$ cat src/cle_pkg.sv
// Shared types and constants for the console line editor.
package cle_pkg;
   localparam int LINE_DEPTH = 16;
   localparam int ADDR_W = $clog2(LINE_DEPTH);
   localparam int CNT_W = $clog2(LINE_DEPTH + 1);

   localparam logic [6:0] CH_BS = 7'd8;
   localparam logic [6:0] CH_LF = 7'd10;
   localparam logic [6:0] CH_CR = 7'd13;
   localparam logic [6:0] CH_ESC = 7'd27;
   localparam logic [6:0] CH_SPACE = 7'd32;
   localparam logic [6:0] CH_A = 7'd65;
   localparam logic [6:0] CH_B = 7'd66;
   localparam logic [6:0] CH_C = 7'd67;
   localparam logic [6:0] CH_D = 7'd68;
   localparam logic [6:0] CH_BRACKET = 7'd91;
   localparam logic [6:0] CH_DEL = 7'd127;

   localparam logic [1:0] KIND_ECHO = 2'd0;
   localparam logic [1:0] KIND_CHAR = 2'd1;
   localparam logic [1:0] KIND_END = 2'd2;
   localparam logic [1:0] KIND_ABORT = 2'd3;

   localparam logic [2:0] REG_ALLOW_LO = 3'd0;
   localparam logic [2:0] REG_ALLOW_HI = 3'd1;
   localparam logic [2:0] REG_END_LO = 3'd2;
   localparam logic [2:0] REG_END_HI = 3'd3;
   localparam logic [2:0] REG_MAX = 3'd4;
   localparam logic [2:0] REG_MODE = 3'd5;
   localparam logic [2:0] REG_LCHAR = 3'd6;
   localparam logic [2:0] REG_QUOTA = 3'd7;

   typedef enum logic [3:0] {
      ST_IDLE,
      ST_DECIDE,
      ST_SHIFT_R,
      ST_INS_ECHO,
      ST_INS_BS,
      ST_SHIFT_L,
      ST_DEL_TAIL,
      ST_DEL_SP,
      ST_DEL_BS,
      ST_DEL_BS_TAIL,
      ST_LF,
      ST_DELIVER,
      ST_END,
      ST_EMIT
   } state_type;

   typedef struct packed {
      logic [1:0] kind;
      logic [6:0] data;
      logic [4:0] length;
      logic       last;
   } rsp_type;

   // memory access request from sequencer
   typedef struct packed {
      logic              rd_en;
      logic [ADDR_W-1:0] rd_addr;
      logic              wr_en;
      logic [ADDR_W-1:0] wr_addr;
      logic [6:0]        wr_data;
   } mem_req_type;
endpackage

$ cat src/cle_if.sv
// Valid/ready channel interfaces.
interface cle_req_if;
   logic       valid;
   logic       ready;
   logic [7:0] rx_byte;
   modport source (output valid, output rx_byte, input ready);
   modport sink (input valid, input rx_byte, output ready);
endinterface

interface cle_rsp_if;
   logic       valid;
   logic       ready;
   logic [1:0] out_kind;
   logic [6:0] out_byte;
   logic [4:0] line_length;
   logic       last_of_run;
   modport source (output valid, output out_kind, output out_byte, output line_length,
                   output last_of_run, input ready);
   modport sink (input valid, input out_kind, input out_byte, input line_length,
                 input last_of_run, output ready);
endinterface

interface cle_csr_if;
   logic        valid;
   logic        ready;
   logic [2:0]  index;
   logic [63:0] data;
   modport source (output valid, output index, output data, input ready);
   modport sink (input valid, input index, input data, output ready);
endinterface

$ cat src/cle_line_ram.sv
// Line store memory, one write and one registered read port.
module cle_line_ram (
   input  logic                clock,
   input  cle_pkg::mem_req_type req,
   output logic [6:0]          rd_data
);
   logic [6:0] mem [cle_pkg::LINE_DEPTH];
   logic [6:0] rd_data_ff;

   always_ff @(posedge clock) begin
      if (req.wr_en) begin
         mem[req.wr_addr] <= req.wr_data;
      end
      if (req.rd_en) begin
         rd_data_ff <= mem[req.rd_addr];
      end
   end

   assign rd_data = rd_data_ff;
endmodule

$ cat src/cle_out_reg.sv
// Output register between the sequencer and the result channel.
module cle_out_reg (
   input  logic               clock,
   input  logic               reset,
   input  logic               in_valid,
   output logic               in_ready,
   input  cle_pkg::rsp_type   in_data,
   cle_rsp_if.source          rsp
);
   logic             valid_ff;
   cle_pkg::rsp_type data_ff;

   assign in_ready = !valid_ff || rsp.ready;

   always_ff @(posedge clock) begin
      if (reset) begin
         valid_ff <= 1'b0;
      end else if (in_ready) begin
         valid_ff <= in_valid;
      end
   end

   always_ff @(posedge clock) begin
      if (in_ready && in_valid) begin
         data_ff <= in_data;
      end
   end

   assign rsp.valid = valid_ff;
   assign rsp.out_kind = data_ff.kind;
   assign rsp.out_byte = data_ff.data;
   assign rsp.line_length = data_ff.length;
   assign rsp.last_of_run = data_ff.last;
endmodule

$ cat src/console_line_editor.sv
// Console line editor top level: sequencer around the line store memory.
// An accepted byte is decoded in ST_DECIDE; an insertion first shifts the line right in
// ST_SHIFT_R; then one result per cycle leaves through the output register when not stalled.
// A new byte is taken only in ST_IDLE, once the walk of the line store is done (shift,
// redraw and delivery one entry a cycle, the latter two when the output is not stalled).
// Reset: synchronous; registers return to defaults, line and cursor clear.
module console_line_editor (
   input  logic      clock,
   input  logic      reset,
   cle_req_if.sink   req,
   cle_rsp_if.source rsp,
   cle_csr_if.sink   csr
);
   localparam int AW = cle_pkg::ADDR_W;
   localparam int CW = cle_pkg::CNT_W;

   logic [63:0] allow_lo_ff, allow_hi_ff, end_lo_ff, end_hi_ff;
   logic [4:0]  max_ff;
   logic [3:0]  mode_ff;
   logic [6:0]  lchar_ff;
   logic [7:0]  quota_ff;

   cle_pkg::state_type state_ff, state_in, after_ff, after_in;
   logic [CW-1:0] count_ff, count_in, cursor_ff, cursor_in, idx_ff, idx_in, len_ff, len_in;
   logic [1:0]    esc_ff, esc_in;
   logic [7:0]    left_ff, left_in;
   logic [6:0]    ch_ff, ch_in;
   logic [6:0]    hold_ff, hold_in;
   logic          pend_ff, pend_in;
   // pending single result for ST_EMIT
   cle_pkg::rsp_type one_ff, one_in;

   cle_pkg::mem_req_type mreq;
   logic [6:0]           rd_data;
   logic                 o_valid, o_ready;
   cle_pkg::rsp_type     o_data;
   logic                 quota_wr;
   logic [CW-1:0]        limit;
   logic                 in_end, in_allow, is_lim;

   cle_line_ram u_ram (.clock(clock), .req(mreq), .rd_data(rd_data));
   cle_out_reg u_out (.clock(clock), .reset(reset), .in_valid(o_valid), .in_ready(o_ready),
                      .in_data(o_data), .rsp(rsp));

   assign csr.ready = 1'b1;
   assign quota_wr = csr.valid && csr.index == cle_pkg::REG_QUOTA;

   always_ff @(posedge clock) begin
      if (reset) begin
         allow_lo_ff <= 64'hFFFF_FFFF_F7FF_FAFF;
         allow_hi_ff <= 64'h7FFF_FFFF_FFFF_FFFF;
         end_lo_ff <= 64'd1024;
         end_hi_ff <= '0;
         max_ff <= '0;
         mode_ff <= 4'd3;
         lchar_ff <= '0;
         quota_ff <= '0;
      end else if (csr.valid) begin
         case (csr.index)
            cle_pkg::REG_ALLOW_LO: allow_lo_ff <= csr.data;
            cle_pkg::REG_ALLOW_HI: allow_hi_ff <= csr.data;
            cle_pkg::REG_END_LO: end_lo_ff <= csr.data;
            cle_pkg::REG_END_HI: end_hi_ff <= csr.data;
            cle_pkg::REG_MAX: max_ff <= csr.data[4:0];
            cle_pkg::REG_MODE: mode_ff <= csr.data[3:0];
            cle_pkg::REG_LCHAR: lchar_ff <= csr.data[6:0];
            cle_pkg::REG_QUOTA: quota_ff <= csr.data[7:0];
            default: ;
         endcase
      end
   end

   always_comb begin
      if (max_ff == 5'd0 || 32'(max_ff) > cle_pkg::LINE_DEPTH) begin
         limit = CW'(cle_pkg::LINE_DEPTH);
      end else begin
         limit = CW'(max_ff);
      end
   end

   always_ff @(posedge clock) begin
      if (reset) begin
         state_ff <= cle_pkg::ST_IDLE;
         after_ff <= cle_pkg::ST_IDLE;
         count_ff <= '0;
         cursor_ff <= '0;
         esc_ff <= '0;
         left_ff <= '0;
         pend_ff <= 1'b0;
      end else begin
         state_ff <= state_in;
         after_ff <= after_in;
         count_ff <= count_in;
         cursor_ff <= cursor_in;
         esc_ff <= esc_in;
         left_ff <= quota_wr ? csr.data[7:0] : left_in;
         pend_ff <= pend_in;
      end
   end

   always_ff @(posedge clock) begin
      idx_ff <= idx_in;
      len_ff <= len_in;
      ch_ff <= ch_in;
      hold_ff <= hold_in;
      one_ff <= one_in;
   end

   always_comb begin
      state_in = state_ff;
      after_in = after_ff;
      count_in = count_ff;
      cursor_in = cursor_ff;
      esc_in = esc_ff;
      left_in = left_ff;
      pend_in = pend_ff;
      idx_in = idx_ff;
      len_in = len_ff;
      ch_in = ch_ff;
      hold_in = hold_ff;
      one_in = one_ff;
      req.ready = 1'b0;
      mreq = '0;
      o_valid = 1'b0;
      o_data = '0;
      in_end = 1'b0;
      in_allow = 1'b0;
      is_lim = 1'b0;
      case (state_ff)
         cle_pkg::ST_IDLE: begin
            req.ready = 1'b1;
            if (req.valid && !req.rx_byte[7]) begin
               ch_in = req.rx_byte[6:0];
               state_in = cle_pkg::ST_DECIDE;
               // prefetch entry at cursor for right move
               mreq.rd_en = 1'b1;
               mreq.rd_addr = cursor_ff[AW-1:0];
            end
         end
         cle_pkg::ST_DECIDE: begin
            state_in = cle_pkg::ST_IDLE;
            one_in = '{kind: cle_pkg::KIND_ECHO, data: '0, length: '0, last: 1'b1};
            if (esc_ff == 2'd1) begin
               if (ch_ff == cle_pkg::CH_BRACKET) begin
                  esc_in = 2'd2;
               end else begin
                  esc_in = 2'd0;
                  if (mode_ff[2]) begin
                     one_in.kind = cle_pkg::KIND_ABORT;
                     state_in = cle_pkg::ST_EMIT;
                     count_in = '0;
                     cursor_in = '0;
                     left_in = quota_ff;
                  end
               end
            end else if (esc_ff == 2'd2) begin
               esc_in = 2'd0;
               if (ch_ff == cle_pkg::CH_C) begin
                  if (cursor_ff < count_ff && 32'(cursor_ff) < cle_pkg::LINE_DEPTH) begin
                     one_in.data = rd_data;
                     cursor_in = cursor_ff + 1'b1;
                     state_in = cle_pkg::ST_EMIT;
                  end
               end else if (ch_ff == cle_pkg::CH_D) begin
                  if (cursor_ff != '0) begin
                     one_in.data = cle_pkg::CH_BS;
                     cursor_in = cursor_ff - 1'b1;
                     state_in = cle_pkg::ST_EMIT;
                  end
               end else if (ch_ff != cle_pkg::CH_A && ch_ff != cle_pkg::CH_B) begin
                  if (mode_ff[2]) begin
                     one_in.kind = cle_pkg::KIND_ABORT;
                     state_in = cle_pkg::ST_EMIT;
                     count_in = '0;
                     cursor_in = '0;
                     left_in = quota_ff;
                  end
               end
            end else begin
               hold_in = (ch_ff == cle_pkg::CH_CR) ? cle_pkg::CH_LF : ch_ff;
               in_end = hold_in[6] ? end_hi_ff[hold_in[5:0]] : end_lo_ff[hold_in[5:0]];
               in_allow = hold_in[6] ? allow_hi_ff[hold_in[5:0]] :
                                       allow_lo_ff[hold_in[5:0]];
               is_lim = quota_ff != 8'd0 && hold_in == lchar_ff;
               if (is_lim && left_ff == 8'd0) begin
                  in_allow = 1'b0;
               end
               len_in = count_ff;
               idx_in = '0;
               if (in_end) begin
                  state_in = mode_ff[3] ? cle_pkg::ST_DELIVER : cle_pkg::ST_LF;
                  after_in = cle_pkg::ST_DELIVER;
                  pend_in = 1'b1;
                  mreq.rd_en = 1'b1;
                  mreq.rd_addr = '0;
               end else if (in_allow) begin
                  if (is_lim) begin
                     left_in = left_ff - 1'b1;
                  end
                  if (32'(count_ff) < cle_pkg::LINE_DEPTH && cursor_ff <= count_ff) begin
                     idx_in = count_ff;
                     state_in = cle_pkg::ST_SHIFT_R;
                     if (count_ff != cursor_ff) begin
                        mreq.rd_en = 1'b1;
                        mreq.rd_addr = AW'(count_ff - 1'b1);
                     end
                  end
               end else if (ch_ff == cle_pkg::CH_ESC) begin
                  esc_in = 2'd1;
               end else if (hold_in == cle_pkg::CH_BS || hold_in == cle_pkg::CH_DEL) begin
                  if (mode_ff[1] && cursor_ff != '0 && cursor_ff <= count_ff) begin
                     cursor_in = cursor_ff - 1'b1;
                     count_in = count_ff - 1'b1;
                     idx_in = cursor_ff - 1'b1;
                     state_in = cle_pkg::ST_SHIFT_L;
                     mreq.rd_en = 1'b1;
                     mreq.rd_addr = cursor_ff[AW-1:0];
                  end
               end
            end
         end
         // shift right one entry per cycle: rd_data holds entry idx-1
         cle_pkg::ST_SHIFT_R: begin
            if (idx_ff == cursor_ff) begin
               mreq.wr_en = 1'b1;
               mreq.wr_addr = cursor_ff[AW-1:0];
               mreq.wr_data = hold_ff;
               cursor_in = cursor_ff + 1'b1;
               count_in = count_ff + 1'b1;
               idx_in = cursor_ff;
               mreq.rd_en = 1'b0;
               if (mode_ff[0]) begin
                  state_in = cle_pkg::ST_INS_ECHO;
               end else begin
                  state_in = cle_pkg::ST_INS_BS;
                  idx_in = count_ff + 1'b1;
               end
            end else begin
               mreq.wr_en = 1'b1;
               mreq.wr_addr = idx_ff[AW-1:0];
               mreq.wr_data = rd_data;
               idx_in = idx_ff - 1'b1;
               if (idx_ff - 1'b1 != cursor_ff) begin
                  mreq.rd_en = 1'b1;
                  mreq.rd_addr = AW'(idx_ff - 2'd2);
               end
            end
         end
         // echo entries cursor-1 .. count-1; first uses held char
         cle_pkg::ST_INS_ECHO: begin
            o_valid = 1'b1;
            o_data.kind = cle_pkg::KIND_ECHO;
            o_data.data = (idx_ff == cursor_ff - 1'b1) ? hold_ff : rd_data;
            if (o_ready) begin
               idx_in = idx_ff + 1'b1;
               if (idx_ff + 1'b1 < count_ff) begin
                  mreq.rd_en = 1'b1;
                  mreq.rd_addr = AW'(idx_ff + 1'b1);
               end
               if (idx_ff + 1'b1 == count_ff) begin
                  idx_in = cursor_ff;
                  state_in = cle_pkg::ST_INS_BS;
               end
            end
            if (idx_ff == cursor_ff - 1'b1) begin
               o_data.data = hold_ff;
            end
            o_data.last = idx_ff + 1'b1 == count_ff && cursor_ff == count_ff
                          && count_ff < limit;
            if (o_ready && o_data.last) begin
               state_in = cle_pkg::ST_IDLE;
            end
         end
         cle_pkg::ST_INS_BS: begin
            if (idx_ff >= count_ff || !mode_ff[0]) begin
               if (count_ff >= limit) begin
                  len_in = count_ff;
                  idx_in = '0;
                  after_in = cle_pkg::ST_END;
                  state_in = cle_pkg::ST_DELIVER;
                  pend_in = 1'b0;
                  mreq.rd_en = 1'b1;
                  mreq.rd_addr = '0;
               end else begin
                  state_in = cle_pkg::ST_IDLE;
               end
            end else begin
               o_valid = 1'b1;
               o_data.kind = cle_pkg::KIND_ECHO;
               o_data.data = cle_pkg::CH_BS;
               o_data.last = idx_ff + 1'b1 == count_ff && count_ff < limit;
               if (o_ready) begin
                  idx_in = idx_ff + 1'b1;
                  if (o_data.last) begin
                     state_in = cle_pkg::ST_IDLE;
                  end
               end
            end
         end
         // shift left: rd_data holds entry idx+1
         cle_pkg::ST_SHIFT_L: begin
            if (idx_ff >= count_ff) begin
               o_valid = 1'b1;
               o_data.kind = cle_pkg::KIND_ECHO;
               o_data.data = cle_pkg::CH_BS;
               o_data.last = !mode_ff[0];
               if (o_ready) begin
                  idx_in = cursor_ff;
                  if (!mode_ff[0]) begin
                     state_in = cle_pkg::ST_IDLE;
                  end else if (cursor_ff < count_ff) begin
                     state_in = cle_pkg::ST_DEL_TAIL;
                     mreq.rd_en = 1'b1;
                     mreq.rd_addr = cursor_ff[AW-1:0];
                  end else begin
                     state_in = cle_pkg::ST_DEL_SP;
                  end
               end
            end else begin
               mreq.wr_en = 1'b1;
               mreq.wr_addr = idx_ff[AW-1:0];
               mreq.wr_data = rd_data;
               idx_in = idx_ff + 1'b1;
               if (idx_ff + 1'b1 < count_ff) begin
                  mreq.rd_en = 1'b1;
                  mreq.rd_addr = AW'(idx_ff + 2'd2);
               end
            end
         end
         cle_pkg::ST_DEL_TAIL: begin
            o_valid = 1'b1;
            o_data.kind = cle_pkg::KIND_ECHO;
            o_data.data = rd_data;
            if (o_ready) begin
               idx_in = idx_ff + 1'b1;
               if (idx_ff + 1'b1 < count_ff) begin
                  mreq.rd_en = 1'b1;
                  mreq.rd_addr = AW'(idx_ff + 1'b1);
               end else begin
                  state_in = cle_pkg::ST_DEL_SP;
               end
            end else begin
               mreq.rd_en = 1'b1;
               mreq.rd_addr = idx_ff[AW-1:0];
            end
         end
         cle_pkg::ST_DEL_SP: begin
            o_valid = 1'b1;
            o_data.kind = cle_pkg::KIND_ECHO;
            o_data.data = cle_pkg::CH_SPACE;
            if (o_ready) begin
               state_in = cle_pkg::ST_DEL_BS;
            end
         end
         cle_pkg::ST_DEL_BS: begin
            o_valid = 1'b1;
            o_data.kind = cle_pkg::KIND_ECHO;
            o_data.data = cle_pkg::CH_BS;
            o_data.last = cursor_ff == count_ff;
            if (o_ready) begin
               idx_in = cursor_ff;
               state_in = o_data.last ? cle_pkg::ST_IDLE : cle_pkg::ST_DEL_BS_TAIL;
            end
         end
         cle_pkg::ST_DEL_BS_TAIL: begin
            o_valid = 1'b1;
            o_data.kind = cle_pkg::KIND_ECHO;
            o_data.data = cle_pkg::CH_BS;
            o_data.last = idx_ff + 1'b1 == count_ff;
            if (o_ready) begin
               idx_in = idx_ff + 1'b1;
               if (o_data.last) begin
                  state_in = cle_pkg::ST_IDLE;
               end
            end
         end
         cle_pkg::ST_LF: begin
            o_valid = 1'b1;
            o_data.kind = cle_pkg::KIND_ECHO;
            o_data.data = cle_pkg::CH_LF;
            mreq.rd_en = 1'b1;
            mreq.rd_addr = '0;
            if (o_ready) begin
               state_in = after_ff;
            end
         end
         // deliver entries 0..len-1, rd_data holds entry idx
         cle_pkg::ST_DELIVER: begin
            if (idx_ff >= len_ff) begin
               if (pend_ff || mode_ff[3]) begin
                  state_in = cle_pkg::ST_END;
               end else begin
                  pend_in = 1'b1;
                  after_in = cle_pkg::ST_END;
                  state_in = cle_pkg::ST_LF;
               end
            end else begin
               o_valid = 1'b1;
               o_data.kind = cle_pkg::KIND_CHAR;
               o_data.data = rd_data;
               mreq.rd_en = 1'b1;
               mreq.rd_addr = idx_ff[AW-1:0];
               if (o_ready) begin
                  idx_in = idx_ff + 1'b1;
                  mreq.rd_addr = AW'(idx_ff + 1'b1);
               end
            end
         end
         cle_pkg::ST_END: begin
            o_valid = 1'b1;
            o_data.kind = cle_pkg::KIND_END;
            o_data.length = 5'(len_ff);
            o_data.last = 1'b1;
            if (o_ready) begin
               count_in = '0;
               cursor_in = '0;
               esc_in = '0;
               left_in = quota_ff;
               state_in = cle_pkg::ST_IDLE;
            end
         end
         cle_pkg::ST_EMIT: begin
            o_valid = 1'b1;
            o_data = one_ff;
            if (o_ready) begin
               state_in = cle_pkg::ST_IDLE;
            end
         end
         default: state_in = cle_pkg::ST_IDLE;
      endcase
   end
endmodule
$ cat src/flat_wrapper.sv
// flat-port wrapper written by rule: the top's interface ports become plain ports
module console_line_editor_flat 
  (clock, reset, req_valid, req_rx_byte, req_ready, rsp_valid, rsp_out_kind, rsp_out_byte, rsp_line_length, rsp_last_of_run, rsp_ready, csr_valid, csr_index, csr_data, csr_ready);
  cle_req_if req_i ();
  cle_rsp_if rsp_i ();
  cle_csr_if csr_i ();
  input  logic clock;
  input  logic reset;
  input wire logic [$bits(req_i.valid)-1:0] req_valid;
  input wire logic [$bits(req_i.rx_byte)-1:0] req_rx_byte;
  output wire logic [$bits(req_i.ready)-1:0] req_ready;
  output wire logic [$bits(rsp_i.valid)-1:0] rsp_valid;
  output wire logic [$bits(rsp_i.out_kind)-1:0] rsp_out_kind;
  output wire logic [$bits(rsp_i.out_byte)-1:0] rsp_out_byte;
  output wire logic [$bits(rsp_i.line_length)-1:0] rsp_line_length;
  output wire logic [$bits(rsp_i.last_of_run)-1:0] rsp_last_of_run;
  input wire logic [$bits(rsp_i.ready)-1:0] rsp_ready;
  input wire logic [$bits(csr_i.valid)-1:0] csr_valid;
  input wire logic [$bits(csr_i.index)-1:0] csr_index;
  input wire logic [$bits(csr_i.data)-1:0] csr_data;
  output wire logic [$bits(csr_i.ready)-1:0] csr_ready;
  assign req_i.valid = req_valid;
  assign req_i.rx_byte = req_rx_byte;
  assign req_ready = req_i.ready;
  assign rsp_valid = rsp_i.valid;
  assign rsp_out_kind = rsp_i.out_kind;
  assign rsp_out_byte = rsp_i.out_byte;
  assign rsp_line_length = rsp_i.line_length;
  assign rsp_last_of_run = rsp_i.last_of_run;
  assign rsp_i.ready = rsp_ready;
  assign csr_i.valid = csr_valid;
  assign csr_i.index = csr_index;
  assign csr_i.data = csr_data;
  assign csr_ready = csr_i.ready;
  console_line_editor u_core (.clock(clock), .reset(reset), .req(req_i), .rsp(rsp_i), .csr(csr_i));
endmodule
$ cat config.mk
export PLATFORM = sky130hd
export DESIGN_NAME = console_line_editor_flat
export DESIGN_NICKNAME = d
export VERILOG_FILES = /design/src/cle_pkg.sv /design/src/cle_if.sv /design/src/cle_line_ram.sv /design/src/cle_out_reg.sv /design/src/console_line_editor.sv /design/src/flat_wrapper.sv
export SDC_FILE = /design/constraint.sdc
export NUM_CORES = 1
export LEC_CHECK = 0
export BUFFER_PORTS_ARGS = -buffer_cell sky130_fd_sc_hd__buf_2
export CAP_MARGIN = 40
export CELL_PAD_IN_SITES_DETAIL_PLACEMENT = 1
export CELL_PAD_IN_SITES_GLOBAL_PLACEMENT = 2
export CORE_MARGIN = 3
export CORE_UTILIZATION = 40
export CTS_CLUSTER_SIZE = 20
export DETAILED_ROUTE_END_ITERATION = 12
export PLACE_DENSITY_LB_ADDON = 0.1
export SLEW_MARGIN = 25
export SYNTH_ARGS = -nofsm -noshare
export SYNTH_HDL_FRONTEND = slang
export SYNTH_HIERARCHICAL = 1
export SYNTH_SLANG_ARGS = --single-unit
$ cat constraint.sdc
create_clock -name clock -period 5.7 [get_ports clock]
set_input_delay 1.425 -clock clock [delete_from_list [all_inputs] [get_ports clock]]
set_output_delay 1.425 -clock clock [all_outputs]
set_load 0.03 [all_outputs]
# Word-level counts from Yosys, hierarchy flattened

Memory sizes are Yosys's and may differ from the RTL's. A register that Yosys moved wholly into a read port is not among the register bits.
Index checks and enable logic that the tools add are counted.

Latch bits: 0
Logic and storage cells: 398
Register bits after elaboration: 358
Memories: 1
Memory bits (read-only): 0
Output and inout port bits: 18
RAM bits: 112

Memory list:

| name             | words | bits a word | read ports | clocked after Yosys merged registers in | wr ports | line              | source |
|---|---|---|---|---|---|---|---|
| u_core.u_ram.mem | 16    | 7           | 1          | 1                                       | 1        | cle_line_ram.sv:7 | `logic [6:0] mem [cle_pkg::LINE_DEPTH];` |

Divide/modulo/power cells: 0
Multiplexer cells: 206
Order comparisons: 11
Shifts and indexed selects: 0
Reduce and logical (&&, ||, !) cells: 57
$add $sub $neg: 9
Equality and inequality tests: 86
Bitwise operators: 2
Multipliers: 0

Operators with widths:

| kind                                                                    | count |
|---|---|
| 5-bit 2-to-1 mux                                                        | 74 |
| 4-bit 2-to-1 mux                                                        | 48 |
| 8-bit 2-to-1 mux                                                        | 13 |
| 7-bit one-hot mux with 9 select lines                                   | 1 |
| 4-bit one-hot mux with 13 select lines                                  | 1 |
| 5-bit one-hot mux with 9 select lines                                   | 1 |
| 5-bit one-hot mux with 8 select lines                                   | 1 |
| 2-bit by 1-bit inequality test with 1-bit output, second input constant | 17 |
| 5-bit one-hot mux with 3 select lines                                   | 2 |
| 7-bit == test, second input constant                                    | 4 |
| 1-bit 2-to-1 mux                                                        | 28 |
| 2-bit 2-to-1 mux                                                        | 14 |
| 7-bit 2-to-1 mux                                                        | 4 |
| 1-bit binary-select mux with 6-bit select                               | 4 |
| 4-bit == test, second input constant                                    | 6 |
| 12-bit one-hot mux with 2 select lines                                  | 1 |
| 12-bit AND reduction                                                    | 2 |
| 5-bit == test                                                           | 4 |
| 2-bit AND reduction                                                     | 9 |
| 17-bit AND reduction                                                    | 1 |
| 4-bit by 3-bit == test with 1-bit output, second input constant         | 4 |
| 4-bit by 3-bit inequality test with 1-bit output, second input constant | 4 |
| 8-bit one-hot mux with 2 select lines                                   | 1 |
| 8-bit nonzero test                                                      | 2 |
| other kinds (62)                                                        | 125 |

# Depth between registers and ports, before layout

Gate-level depths: netlist (run 1).

Depth after elaboration: 15
Mapped depth: 19
Gate-level depth less buffers: 15

# Cells and area by module

The synthesis (run 1) kept the hierarchy.

Modules (own cells, without submodules):

| module              | instances | area an instance (sq um) | cells an instance | sequential area each (sq um) |
|---|---|---|---|---|
| console_line_editor | 1         | 18861.8                  | 2377              | 7126.8 |
| cle_line_ram        | 1         | 4600.7                   | 203               | 3573.4 |
| cle_out_reg         | 1         | 505.5                    | 20                | 470.5 |

# Worst setup path before layout (run 1)

Ideal clock, no wire load.

Path kind: flip-flop to flip-flop
Start point: reg u_core.ch_ff[6]
End point: reg u_core.u_ram.rd_data_ff[1] (netlist: u_core/u_ram/rd_data[1]) (read register of u_core.u_ram.mem), data pin
Path slack: 1.469 ns
Stages on the path, launching flop included: 18
Buffers on the path: 5
Data arrival time: 3.972 ns
Clock period less this slack: 4.231 ns
Cell sequence: edfxtp_1 buf_6 or4b_4 buf_6 nor3_2 o21ai_1 a221oi_2 a211oi_1 o32a_4 buf_6 nor4_1 nand2_1 o221ai_1 buf_6 buf_8 mux4_2 a22oi_1 nand2_1

RTL lines:

| what                   | line                       | source |
|---|---|---|
| from (decl)            | console_line_editor.sv:27  | `logic [6:0] ch_ff, ch_in;` |
| from (signal assigned) | console_line_editor.sv:104 | `ch_ff <= ch_in;` |
| to (decl)              | cle_line_ram.sv:8          | `logic [6:0] rd_data_ff;` |

==> results of run 1 <==
[sequential cells by signal, summed over array words and instances, names as in the netlist, 7 cells and up]
signal and cells:
u_core/allow_hi_ff 64, u_core/allow_lo_ff 64, u_core/ch_ff 7, u_core/end_hi_ff 64, u_core/end_lo_ff 64, u_core/hold_ff 7, u_core/lchar_ff 7, u_core/left_ff 8
u_core/one_ff 8, u_core/quota_ff 8, u_core/u_out/rsp.out_byte 7, u_core/u_ram/mem 112, u_core/u_ram/rd_data 7
[worst max-delay path: stages, from the launching register on]
cell	delay (ns)
edfxtp_1	0.60
nor3_2	0.52
nand2_1	0.43
a31oi_1	0.33
o22ai_1	0.12
nor4_1	0.64
o311ai_2	0.29
nor3_1	0.45
nand2_1	0.24
o221ai_4	0.24
buf_12	0.25
mux4_1	0.58
a22oi_1	0.27
nand2_1	0.09
[placed cells by master (no fill, tap or decap), drive strengths merged, types with 31 or more instances in the layout]
master / count
nand2: 635
dfxtp: 309
a21oi: 200
buf: 182
edfxtp: 166
nor2: 137
nand3b: 125
clkbuf: 82
o21ai: 73
inv: 57
nor3: 54
mux2i: 51
mux4: 48
ha: 39
nand2b: 36
nand3: 31
[layer usage]
layer / share of wire, % / up-vias
li1: - / 9452
met1: 43 / 10268
met2: 48 / 531
met3: 4.4 / 170
met4: 4.1 / 0
met5: 0 / -
[power groups by stage]
stage,Combinational [uW],Sequential [uW],Clock (uW)
finish,4280,4200,3460
global route,4630,4230,3690
CTS,4240,4200,3550
detailed placement,4220,4270,0
global placement,4080,4260,0
floorplan,2900,4160,0
[final cells by class]
type	count	area share [%]
multi-input combinational	1880	43.45
sequential	475	41.03
clock buffer	81	5.776
timing repair buffer	183	4.660
tap	773	3.552
clock inverter	16	0.7674
inverter	55	0.7582
antenna	1	0.009191
[cell families after synthesis]
family | synth area share, %
buffers and inverters | 4.369
other | 0.01565
AND/OR/NAND/NOR | 22.07
AO/OA/AOI/OAI | 15.90
multiplexers | 7.799
XOR/XNOR | 1.206
adder cells (fa/ha/maj) | 2.036
flip-flops | 46.61
[through the flow]
stage                     cell area [um2]  total power, uW  hold WS, ns  util [%]  setup slack (ns)
after floorplan                     23970             7060       0.4298         -             1.469
after global placement              25280             8344       0.4396     42.75            0.4663
after detailed placement            25400             8488       0.4475     42.95            0.2367
after CTS                           27180            11990       0.4558     45.97            0.2627
after global routing                27220            12560       0.4747     46.04           0.04943
final                               27230            11940       0.4543     46.05            0.3879
[repair_timing]
action                     CTS  global route
gates resized for setup      0             1
setup endpoints to repair    0             5
hold endpoints to repair     0             0
[worst min-delay path by stage]
stage / from / to / slack (ns) / depth (start not counted)
floorplan: u_core/allow_hi_ff[36] / u_core/allow_hi_ff[36] / 0.43 / 2
global placement: u_core/end_lo_ff[61] / u_core/end_lo_ff[61] / 0.44 / 2
detailed placement: u_core/end_hi_ff[53] / u_core/end_hi_ff[53] / 0.45 / 2
CTS: u_core/end_lo_ff[9] / u_core/end_lo_ff[9] / 0.46 / 2
global route: u_core/allow_lo_ff[8] / u_core/allow_lo_ff[8] / 0.47 / 2
finish: u_core/end_hi_ff[35] / u_core/end_hi_ff[35] / 0.45 / 2
==> out/metrics.csv, run 1 <==
stage;metric;value;unit
status;outcome;finished clean;
timing;period_share;93.19;%
grt;use_met2;47.50;%
placed_design;numPortBuffers;96;
cells_and_area;drive_gt1_share;13.49;%
drt;wire_per_inst;25.47;um
pwr;p_sw_share;37.05;%
yosys;yosys.area.top_type;dfxtp_1;
drt;finalWirelength;88.23;mm
yosys;synth_common_cells;635 x nand2_1, 309 x dfxtp_1, 199 x a21oi_1, 166 x edfxtp_1, 145 x clkbuf_1;
drt;drt_iter0_markers;1369;
yosys;synth_cell_types;99;
pwr;p_per_area;438.4;mW/mm2
setup_path;critPathKind;reg2reg;
yosys;ys_seq_area_share;46.61;%
placed_design;place_congestion;0.9439;
timing;slew_headroom;40.12;%
grt;grt_pass1_vias;21110;
pwr;p_seq_share;35.2;%
cts;cts_tree;yes;
setup_path;r2r_end;u_core/u_ram/rd_data[6];
yosys;yosysMostFrequentCell;nand2_1;
timing;worst_pin_slew;0.8961;ns
drt;first_pass_iters;5;
yosys;synthTopCellsByArea;dfxtp_1 26%, edfxtp_1 21%, nand2_1 9.9%;
drt;drc;0;
setup_path;crit_end;u_core/u_ram/rd_data[6];
yosys;synth_seq_cells;475;
floorplan;io_pins;98;
pwr;p_int;7514;uW
grt;grt_util_met1;35.79;%
placed_design;place_inst;3363;
setup_path;required;6.07;ns
timing;max_freq;188.3;MHz
timing;fin_crit;5.312;ns
timing;grt_setup_unrepaired;no;
cts;cts_setup_buffers;0;
cts;cts_buffers;53;
setup_path;crit_start;u_core/ch_ff[5];
grt;grt_max_degree;141;
grt;antenna_found_initial;0;
cells_and_area;nFillCells;6711;
setup_path;cp.arrival;5.68;ns
cts;cts_num_sinks;475;
timing;setup_viol;0;
drt;vias;20421;
yosys;synth_top_flop_cell;dfxtp_1;
setup_path;cp-end-kind;register;
floorplan;coreArea;0.05913;mm2
cts;clock_latency;0.62;ns
grt;gr-total-overflow;0;
pwr;power_frac_comb;35.8;%
setup_path;ff2ff_path_depth;13;
pwr;p_leak;0.01018;uW
pwr;peakVddDrop;271.9;uV
cts;root_buffer;clkbuf_16;
job;maxCapViolations;0;
floorplan;die_w;250.8;um
pwr;clockPowerShare;29.0;%
cts;clock_path_buffers;3;
yosys;synth-async-reset-ratio;0;%
yosys;yosysTopAreaCellShare;25.81;%
grt;busiest_layer;met2;
yosys;synth_area;0.02397;mm2
floorplan;dieArea;0.06289;mm2
yosys;syn_nets;2719;
yosys;yosys_warnings;6;
cells_and_area;area_delta_synth_final;13.60;%
cells_and_area;layout.cells.non_filler;3464;
yosys;synth_edf_count;166;
cells_and_area;fin_nets;2767;
timing;finalMaxSlewViolations;0;
drt;viasPerCell;5.895;
setup_path;rrSetupSlack;0.39;ns
grt;grt_pass1_wl;133.9;mm
cts;clk_pin_slew;0.06;ns
yosys;synth_cells;2600;
cells_and_area;multi_input_area;0.01183;mm2
placed_design;dp_hpwl;62.98;mm
grt;grt_use_met3;3.611;%
setup_path;start_kind;register;
drt;drtAntennaViolNets;0;
cts;htree_levels;2;
setup_path;r2r_start;u_core/ch_ff[5];
timing;timing.setup.tns;0;ns
timing;final.setup_skew;0.01837;ns
timing;hold_violations;0;
yosys;syn-mean-instance-area;9.218;um2
setup_path;crit_fanout;28;
grt;grt_usage;27.70;%
cells_and_area;ff_latch_area;0.01117;mm2
hold_path;min-delay-path-class;reg2reg;
floorplan;die_h;250.8;um
pwr;switchingPower;4423;uW
cts;hold_buffers;0;
floorplan;std_cell_rows;89;
floorplan;start_util;40.53;%
No activity file was read; power rests on OpenSTA's default activity.
==> run 2: changes to the inputs <==
==> constraint.sdc (replaced) <==
create_clock -name clock -period 5.7 [get_ports clock]
set_input_delay 1.14 -clock clock [delete_from_list [all_inputs] [get_ports clock]]
set_output_delay 1.14 -clock clock [all_outputs]
set_load 0.03 [all_outputs]
==> out/metrics.csv, run 2 (synthesis gave the netlist of run 1 again) <==
stage;metric;value;unit
status;outcome;finished clean;
cells_and_area;area_delta_synth_final;14.16;%
grt;busiest_layer;met2;
cts;htree_levels;2;
setup_path;crit_path_frequent_cell;nand2_1;
placed_design;post_dp_cell_area;0.02543;mm2
timing;slew_headroom;43.42;%
grt;antenna_found_initial;1;
timing;max_freq;186.7;MHz
grt;gr-total-overflow;0;
cells_and_area;n_antenna_cell;0;
setup_path;slowest_delay;0.60;ns
pwr;p_per_area;440.3;mW/mm2
placed_design;numPortBuffers;96;
placed_design;place_congestion;0.9049;
grt;grt_max_degree;135;
placed_design;dp_slack;0.2565;ns
cells_and_area;final_common_cell;nand2_1;
cells_and_area;largest_reg_flops;112;
timing;worst_pin_slew;0.8487;ns
drt;wire_per_inst;25.82;um
grt;use_met2;48.05;%
drt;first_pass_iters;5;
cts;root_buffer;clkbuf_16;
setup_path;crit_fanout;28;
drt;finalWirelength;89.74;mm
floorplan;std_cell_rows;89;
grt;grt_util_met1;36.29;%
pwr;p_leak;0.01027;uW
timing;fin_crit;5.356;ns
timing;setup_viol;0;
job;maxCapViolations;0;
cts;cts_tree;yes;
cts;cts_num_sinks;475;
setup_path;cpMaxStageDelayCell;mux4_1;
cts;cts_setup_buffers;0;
floorplan;io_pins;98;
timing;layout_setup_ws;0.3441;ns
floorplan;dieArea;0.06289;mm2
placed_design;dp_hpwl;63.79;mm
floorplan;coreArea;0.05913;mm2
timing;final.setup_skew;0.06769;ns
floorplan;die_h;250.8;um
grt;grt_usage;28.06;%
cts;clk_pin_slew;0.06;ns
drt;drc;0;
pwr;peakVddDrop;276.4;uV
setup_path;cp-end-kind;register;
cells_and_area;fin_nets;2778;
drt;vias;20702;
timing;grt_setup_unrepaired;no;
cts;clock_path_buffers;3;
grt;grt_use_met3;3.455;%
setup_path;crit_family;compound AO/OA/AOI/OAI gates;
cells_and_area;drive_gt1_share;14.13;%
timing;timing.setup.tns;0;ns
setup_path;critPathKind;reg2reg;
drt;drt_iter0_markers;1310;
cts;cts_buffers;54;
drt;viasPerCell;5.956;
floorplan;start_util;40.53;%
timing;finalMaxSlewViolations;0;
setup_path;path_buf_inv;2;
setup_path;required;6.09;ns
cells_and_area;nFillCells;6691;
cells_and_area;final_area;0.02736;mm2
drt;drtAntennaViolNets;0;
timing;period_share;93.96;%
setup_path;start_kind;register;
timing;hold_violations;0;
setup_path;cp.arrival;5.75;ns
grt;grt_pass1_wl;136.0;mm
setup_path;path_cells;buf_4 > or4b_4 > o21ai_2 > o221a_2 > o221ai_1 > o31ai_2 > o311ai_2 > nor3_1 > nand2_1 > o221ai_4 > buf_12 > mux4_1 > a22oi_1 > nand2_1;
cts;clock_latency;0.65;ns
floorplan;die_w;250.8;um
cells_and_area;final_cell_mix;633 x nand2_1, 309 x dfxtp_1, 199 x a21oi_1;
hold_path;min-delay-path-class;reg2reg;
cells_and_area;top_register;u_core/u_ram/mem;
grt;grt_pass1_vias;21224;
[run 2: worst reg2reg max path, stage by stage (launching register included)]
cell      delay (ns)
edfxtp_1        0.50
buf_4           0.21
or4b_4          0.58
o21ai_2         0.48
o221a_2         0.30
o221ai_1        0.13
o31ai_2         0.45
o311ai_2        0.27
nor3_1          0.43
nand2_1         0.25
o221ai_4        0.25
buf_12          0.25
mux4_1          0.62
a22oi_1         0.30
nand2_1         0.09
[run 2: report_power, final]
| part | switching (uW) | internal [uW] |
|---|---|---|
| registers | 304 | 3900 |
| logic | 2680 | 1630 |
| clock network | 1520 | 2020 |
| total | 4500 | 7550 |
[run 2: final timing paths]
check / cells after the start / slack [ns] / end / from
worst max-delay path: 14 / 0.34 / u_core/u_ram/rd_data[0] / u_core/ch_ff[0]
worst min-delay path: 2 / 0.46 / u_core/end_hi_ff[60] / u_core/end_hi_ff[60]
worst max register to register: 14 / 0.34 / u_core/u_ram/rd_data[0] / u_core/ch_ff[0]
worst min register to register: 2 / 0.46 / u_core/end_hi_ff[60] / u_core/end_hi_ff[60]
[run 2: layout make-up]
class | instances | area [um2] | area share (%)
inverters | 55 | 206.4 | 0.7545
flip-flops and latches | 475 | 11170 | 40.82
repair buffers | 193 | 1356 | 4.957
well taps | 773 | 967.2 | 3.535
clock buffers | 77 | 1602 | 5.853
multi-input cells | 1880 | 11830 | 43.22
clock inverters | 23 | 235.2 | 0.8597
[run 2: routing by layer]
metal,wire length [um],vias to the layer above,share of wire [%]
met2,43760,563,49
met1,38290,10459,43
met4,3731,0,4.2
li1,-,9495,-
met3,3951,185,4.4
met5,0,-,0
[run 2: through the flow]
stage,hold slack (ns),power [uW],instances,util [%]
CTS,0.4581,12100,3468,46.12
detailed placement,0.4483,8520,3368,43.01
global placement,0.4390,8361,3360,42.82
global route,0.4747,12670,3476,46.27
floorplan,0.4298,7060,2600,-
finish,0.4564,12050,3476,46.27
[run 2: repair_timing]
item                                    4_1_cts  5_1_grt
endpoints found under the setup margin        0        1
gates resized for setup                       0        1
hold buffers                                  0        0
